`src/design/afcd_pkg.sv`:
```
package afcd_pkg;

  localparam int unsigned FRAME_BYTES_DEF   = 64000;
  localparam int unsigned PALETTE_BYTES_DEF = 768;
  localparam int unsigned WP_W              = 17;

  localparam logic [7:0] RUN_MARK     = 8'hC0;
  localparam logic [7:0] RUN_MASK     = 8'h3F;
  localparam logic [7:0] NUM_COMMANDS = 8'd10;

  localparam logic [1:0] ACT_BEGIN = 2'd0;
  localparam logic [1:0] ACT_DATA  = 2'd1;
  localparam logic [1:0] ACT_RDF   = 2'd2;
  localparam logic [1:0] ACT_RDP   = 2'd3;

  localparam logic [2:0] ST_OK      = 3'd0;
  localparam logic [2:0] ST_DONE    = 3'd1;
  localparam logic [2:0] ST_UNKNOWN = 3'd2;
  localparam logic [2:0] ST_TRUNC   = 3'd3;
  localparam logic [2:0] ST_IGNORED = 3'd4;
  localparam logic [2:0] ST_BADADDR = 3'd5;

  localparam logic [1:0] R_MORE  = 2'd0;
  localparam logic [1:0] R_DONE  = 2'd1;
  localparam logic [1:0] R_TRUNC = 2'd3;

  localparam logic [2:0] PH_IDLE = 3'd7;

  localparam logic [3:0] CMD_PAL_FILL = 4'd0;
  localparam logic [3:0] CMD_PAL_COPY = 4'd1;
  localparam logic [3:0] CMD_PAL_RLE  = 4'd2;
  localparam logic [3:0] CMD_PAL_SEG  = 4'd3;
  localparam logic [3:0] CMD_FRM_FILL = 4'd4;
  localparam logic [3:0] CMD_FRM_COPY = 4'd5;
  localparam logic [3:0] CMD_FRM_RLE  = 4'd6;
  localparam logic [3:0] CMD_PIX_SET  = 4'd7;
  localparam logic [3:0] CMD_RUN_FILL = 4'd8;
  localparam logic [3:0] CMD_FRM_SEG  = 4'd9;

  typedef enum logic [1:0] {
    S_IDLE,
    S_SWEEP,
    S_READ
  } ctrl_state_e;

  typedef struct packed {
    logic accept;
    logic capture;
  } dp_cmd_t;

  typedef struct packed {
    logic busy;
    logic is_read;
    logic sweeps;
  } dp_stat_t;

endpackage

```
`src/design/afcd_ctrl.sv`:
```
module afcd_ctrl (
  input  logic              clk_i,
  input  logic              rst_ni,
  input  logic              in_valid_i,
  output logic              in_ready_o,
  output logic              out_valid_o,
  input  logic              out_ready_i,
  input  afcd_pkg::dp_stat_t stat_i,
  output afcd_pkg::dp_cmd_t  cmd_o
);
  import afcd_pkg::*;

  ctrl_state_e state_q, state_d;
  logic        out_valid_q, out_valid_d;

  always_ff @(posedge clk_i or negedge rst_ni) begin
    if (!rst_ni) begin
      state_q     <= S_SWEEP;
      out_valid_q <= 1'b0;
    end else begin
      state_q     <= state_d;
      out_valid_q <= out_valid_d;
    end
  end

  always_comb begin
    in_ready_o  = (state_q == S_IDLE) && (!out_valid_q || out_ready_i);
    cmd_o.accept  = in_valid_i && in_ready_o;
    cmd_o.capture = (state_q == S_READ);
    state_d     = state_q;
    out_valid_d = out_valid_q;
    if (out_valid_q && out_ready_i) out_valid_d = 1'b0;
    unique case (state_q)
      S_IDLE: begin
        if (cmd_o.accept) begin
          if (stat_i.is_read) begin
            state_d = S_READ;
          end else begin
            out_valid_d = 1'b1;
            if (stat_i.sweeps) state_d = S_SWEEP;
          end
        end
      end
      S_SWEEP: begin
        if (!stat_i.busy) state_d = S_IDLE;
      end
      S_READ: begin
        out_valid_d = 1'b1;
        state_d     = S_IDLE;
      end
      default: state_d = S_IDLE;
    endcase
  end

  assign out_valid_o = out_valid_q;

endmodule

```
`config.mk`:
```
export PLATFORM = sky130hd
export DESIGN_NAME = afcd_ctrl
export DESIGN_NICKNAME = d
export VERILOG_FILES = /design/src/design/afcd_pkg.sv /design/src/design/afcd_ctrl.sv
export SDC_FILE = /design/constraint.sdc
export NUM_CORES = 1
export LEC_CHECK = 0
export ABC_AREA = 1
export BUFFER_PORTS_ARGS = -buffer_cell sky130_fd_sc_hd__buf_2
export CORE_AREA = 3 3 40 42
export CTS_BUF_LIST = sky130_fd_sc_hd__clkbuf_8
export DETAILED_ROUTE_END_ITERATION = 7
export DIE_AREA = 0 0 43 45
export GPL_TIMING_DRIVEN = 0
export PLACE_DENSITY = 0.44
export SLEW_MARGIN = 10
export SYNTH_ARGS = -nofsm -noshare
export SYNTH_HDL_FRONTEND = slang
export SYNTH_SLANG_ARGS = --single-unit
```
`constraint.sdc`:
```
create_clock -name clk_i -period 2.41 [get_ports clk_i]
set_clock_uncertainty 0.2 [all_clocks]
set_input_delay 0 -clock clk_i [delete_from_list [all_inputs] [get_ports clk_i]]
set_output_delay 0 -clock clk_i [all_outputs]
set_load 0.05 [all_outputs]
```
Yosys cells after proc, flatten, opt, wreduce, memory -nomap -nowiden
Index checks and enable logic that the tools add are counted.
{"block": "classes", "bitwise": 0, "mux": 9, "order_cmp": 0, "n_div": 0, "n_eq_ne": 5, "reduce_logical": 7, "shift": 0, "mul": 0, "add_sub_neg": 0}
{"cell": "2-to-1 mux 2 bit", "count": 4}
{"cell": "inequality test 2 bit (second input constant)", "count": 2}
{"cell": "case mux 2 bit (2 select lines)", "count": 1}
{"cell": "logical AND 1 bit", "count": 3}
{"cell": "2-to-1 mux 1 bit", "count": 3}
{"cell": "inequality test 3 bit (second input constant)", "count": 1}
{"cell": "AND reduction 3 bit", "count": 1}
{"cell": "equality test 2 x 1 -> 1 bit (second input constant)", "count": 1}
{"cell": "equality test 2 bit (second input constant)", "count": 1}
{"cell": "logical NOT 2 bit", "count": 1}
{"cell": "case mux 1 bit (2 select lines)", "count": 1}
{"cell": "logical NOT 1 bit", "count": 1}
{"cell": "logical OR 1 bit", "count": 1}
{"block": "word_totals", "output_inout_bits": 4, "n_memories": 0, "mem_bits_rw": 0, "regBits": 3, "romBits": 0, "latch_bits": 0, "inputBits": 7, "word_cells": 23}

Longest topological paths before layout
{"block": "logic_depth", "ltp_word": 6, "ltp_mapped": 6, "depth_no_buf": 6}

Least setup slack after synthesis
Ideal clock, no wire load.
{"block": "synth_timing", "path_type": "reg2out", "startpoint": "register out_valid_q (netlist: out_valid_o)", "endpoint": "output port cmd_o[1] (netlist bit)", "required_time_ns": 2.210, "n_path_buf": 0, "t_arrival_ns": 1.800, "stages_incl_launch_ff": 4, "setup_slack_ns": 0.410, "cell_sequence": "dfrtp_1 -> inv_2 -> nor2_2 -> nor3_1"}
{"item": "start, declared", "line_no": "afcd_ctrl.sv:14", "text": "logic out_valid_q, out_valid_d;"}
{"item": "start signal, assigned", "line_no": "afcd_ctrl.sv:22", "text": "out_valid_q <= out_valid_d;"}
{"item": "end, declared", "line_no": "afcd_ctrl.sv:9", "text": "output afcd_pkg::dp_cmd_t cmd_o"}

Worst setup path in the final report
{"block": "layout_timing", "startpoint": "register state_q[0]", "endpoint": "register out_valid_q (netlist: out_valid_o)"}
{"block": "layout_between", "elab_chain_cells": 5, "elab_cells_between_ends": 6, "classes_between": "eq/ne: 1; mux: 2; reduce/logical: 3"}
{"item": "start, declared", "line_no": "afcd_ctrl.sv:13", "text": "ctrl_state_e state_q, state_d;"}
{"item": "start signal, assigned", "line_no": "afcd_ctrl.sv:21", "text": "state_q <= state_d;"}
{"item": "logical NOT 2 bit", "line_no": "afcd_ctrl.sv:27, afcd_ctrl.sv:33"}
{"item": "logical AND 1 bit", "line_no": "afcd_ctrl.sv:27", "text": "in_ready_o = (state_q == S_IDLE) && (!out_valid_q || out_ready_i);"}
{"item": "logical AND 1 bit", "line_no": "afcd_ctrl.sv:28", "text": "cmd_o.accept = in_valid_i && in_ready_o;"}
{"item": "2-to-1 mux 1 bit", "line_no": "afcd_ctrl.sv:35", "text": "if (cmd_o.accept) begin"}
{"item": "case mux 1 bit (2 select lines) (*)", "line_no": "afcd_ctrl.sv:33", "text": "unique case (state_q)"}
{"item": "net out_valid_d", "line_no": "afcd_ctrl.sv:14"}
Mark *: on every way through the listed nets, which the timed path passes. The rest lies on a longest branch.
A chain may end at the register's enable or synchronous reset.

==> out/results.ini <==
[setup_path]
timing.critical_path.to_type = flip-flop
reg2reg_to = out_valid_o
cpPeakStageDelay_ps = 570
timing.critical_path.required_ps = 2310
timing.critical_path.arrival_ps = 1650
worstPathMaxFanout = 5
r2r_cells = 6
timing.reg2reg.setup_slack_ps = 660
cp_cell_sequence = nor2_2 -> inv_2 -> nor2_4 -> nand3_2 -> nand3b_2 -> dlygate4sd3_1
setup.worst_path.start_class = flip-flop
reg2reg_from = state_q[0]
cpLargestDelayFamily = buffers and inverters
worst_path_buffer_plus_inverter_count = 2
class_of_the_most_critical_setup_path = reg -> reg
slowest_stage = sky130_fd_sc_hd__dfstp_2

[hold_path]
holdPathStages = 7
holdCritStartpoint = stat_i[0]
worstHoldEndpoint = state_q[1]
worstHoldPathType = in -> reg

[synthesis]
synth.lib_cells_used.distinct = 13
synth-edff-count = 0
synth-warning-count = 0
synth_area_um2 = 210.2
ys_seq_elements = 3
postSynthNetCount = 36
synth.top_cells.by_area = sky130_fd_sc_hd__dfrtp_1 24%, sky130_fd_sc_hd__dfstp_2 13%, sky130_fd_sc_hd__nand2_1 13%, sky130_fd_sc_hd__nor2_2 12%, sky130_fd_sc_hd__inv_1 5.4%
ys_async_sr_fraction_pct = 100.0
yosysSeqAreaShare_pct = 36.31
post-synth-top-area-cell = sky130_fd_sc_hd__dfrtp_1
netlist.area_leader.share_pct = 23.81
synth_ff_type = sky130_fd_sc_hd__dfrtp_1
postSynthAreaPerCell_um2 = 7.248
post-synth-top-count-cell = sky130_fd_sc_hd__nand2_1
synthCells = 29
ys_top_cells_by_count = 7 x sky130_fd_sc_hd__nand2_1, 4 x sky130_fd_sc_hd__nor2_2, 3 x sky130_fd_sc_hd__inv_1, 3 x sky130_fd_sc_hd__inv_2

[clocking]
cts_htree_levels = 1
clock_latency_reported_for_the_late_side_of_the_worst_skew_pair_ps = 220
tritoncts = done
total_clock_buffers_created_by_cts = 3
cts.root.buffer_cell = sky130_fd_sc_hd__clkbuf_8
clk_pin_slew_worst_paths_ps = 30
post_cts_repair_resize_count = 0
cts_num_sinks = 3
cts_buffer_depth = 2

[sta]
timing.final.setup_violations = 0
maxSlewHeadroom_pct = 84.41
final_period_util_pct = 72.75
timing.hold.ws_ps = 9.485
rsz0062_at_grt = no
fmax_ghz = 0.5704
slew_at_the_pin_with_the_worst_max_slew_slack_ps = 231.4
final_max_slew_viol_count = 0
tns_ps = 0
final.min_clock_period_ps = 1753
setup_slack_ps = 656.8
timing.final.hold_violations = 0

[grt]
first_pass_grt_wire_length_um = 800
gr-usage-all-layers_pct = 6.344
grt-ovfl-total = 0
grt_start_max_net_pins = 6
via_count_of_the_first_global_routing_pass = 213
grt_antenna_before_repair = 0

[placement]
dpl-instance-area_um2 = 279.0
dpl_worst_slack_ps = 1203
place_inst = 54
gp_weighted_congestion = 0.6312
placement.io_buffers = 10

[detailed_routing]
route.detailed.wl_per_inst_um = 8.169
dr.pass1.iters = 2
number_of_drc_markers_after_the_initial_detailed_route_iteration = 3
viasPerCell = 3.692
drt-total-wl_um = 531
drtAntennaViolNets = 0
drt_drc_violations_left = 0
num_vias = 240

[power]
power_switching_uw = 276.2
seq_power_share_pct = 17.9
static-leakage-power_nw = 0.2133
power_frac_comb_pct = 56.6
power-per-cell-area_mw_per_mm2 = 1444
clkPwrFrac_pct = 25.5
internal_power_uw = 293.0
vdd_drop_max_mv = 0.4511
sw_frac_of_total_pct = 48.53
fin_total_pwr_uw = 569.3

[die]
dieWidth_um = 43
top_level_port_count = 11
std_cell_rows = 13
height_of_the_chip_um = 45
initial_core_util_pct = 16.36
die_area_mm2 = 0.001935
core_area_mm2 = 0.001285

[finish]
fin_area_um2 = 394.1
antenna-diode-count = 0
layoutNonFillerInstCount = 65
nNetsFinal = 58
area.growth.synth_to_final_pct = 87.50
fin_util_pct = 30.67
layout-drive-gt1-share_pct = 48.00

[outcome]
status = finished, final reports clean

[run]
cap_viol_max_count = 0

[power by group through the flow]
| stage | registers, mW | clock network, mW | logic, mW |
|---|---|---|---|
| final | 0.102 | 0.145 | 0.322 |
| after global routing | 0.106 | 0.154 | 0.345 |
| after CTS | 0.103 | 0.149 | 0.325 |
| after detailed placement | 0.104 | 0 | 0.291 |
| after global placement | 0.102 | 0 | 0.292 |
| after floorplan | 0.126 | 0 | 0.210 |
[placed cells by master (no fill, tap or decap), drive strengths merged]
cell,count
inv,7
nand3b,1
buf,10
nand2,7
dlygate4sd3,7
dfrtp,2
nor3,1
nor2,7
dfstp,1
o21ai,1
nand3,3
clkbuf,3
[worst max-delay path by stage]
stage / start / to / slack, ps / cells past startpoint
after floorplan: out_valid_o / cmd_o[1] / 410 / 3
after global placement: state_q[0] / out_valid_o / 1200 / 5
after detailed placement: state_q[1] / cmd_o[1] / 1200 / 4
after CTS: state_q[0] / out_valid_o / 650 / 6
after global routing: out_valid_o / state_q[0] / 600 / 6
final: state_q[0] / out_valid_o / 660 / 6
[cell families (layout without fill, tap and decap cells)]
| family | count (synthesis) | count (layout) | share of synthesized area (%) |
|---|---|---|---|
| simple gates | 19 | 19 | 50.59 |
| buf+inv | 6 | 27 | 10.71 |
| flops | 3 | 3 | 36.31 |
| compound gates | 1 | 1 | 2.379 |
[layer usage]
layer	wire length (um)	up-vias	share of wire, %	global-route usage [%]
met1	224	100	42	6.796
met4	20	0	3.8	9.036
li1	-	129	-	-
met5	0	-	0	0
met3	34	2	6.4	2.390
met2	251	9	47	8.084
[registers in the layout, summed over array words and instances, names as in the netlist]
signal	cells
state_q	2
out_valid_o	1
[what timing repair did]
item | CTS | global route
hold buffers | 7 | 0
setup buffers | 0 | 0
endpoints found under the hold margin | 6 | 0
[worst min-delay path, cell delays in order]
cell	delay, ps
sky130_fd_sc_hd__buf_2	100
sky130_fd_sc_hd__inv_2	30
sky130_fd_sc_hd__nand2_1	40
sky130_fd_sc_hd__nand2_1	50
sky130_fd_sc_hd__nand2_1	60
sky130_fd_sc_hd__nand2_1	70
sky130_fd_sc_hd__nor2_2	30
[final cells by class]
cell class	count	area, um2
Timing Repair Buffer	17	120.1
Clock inverter	1	3.754
Sequential cell	3	76.32
Multi-Input combinational cell	20	111.4
Fill cell	149	890.9
Clock buffer	3	41.29
Inverter	6	22.52
Tap cell	15	18.77
No activity file was read; power rests on OpenSTA's default activity.
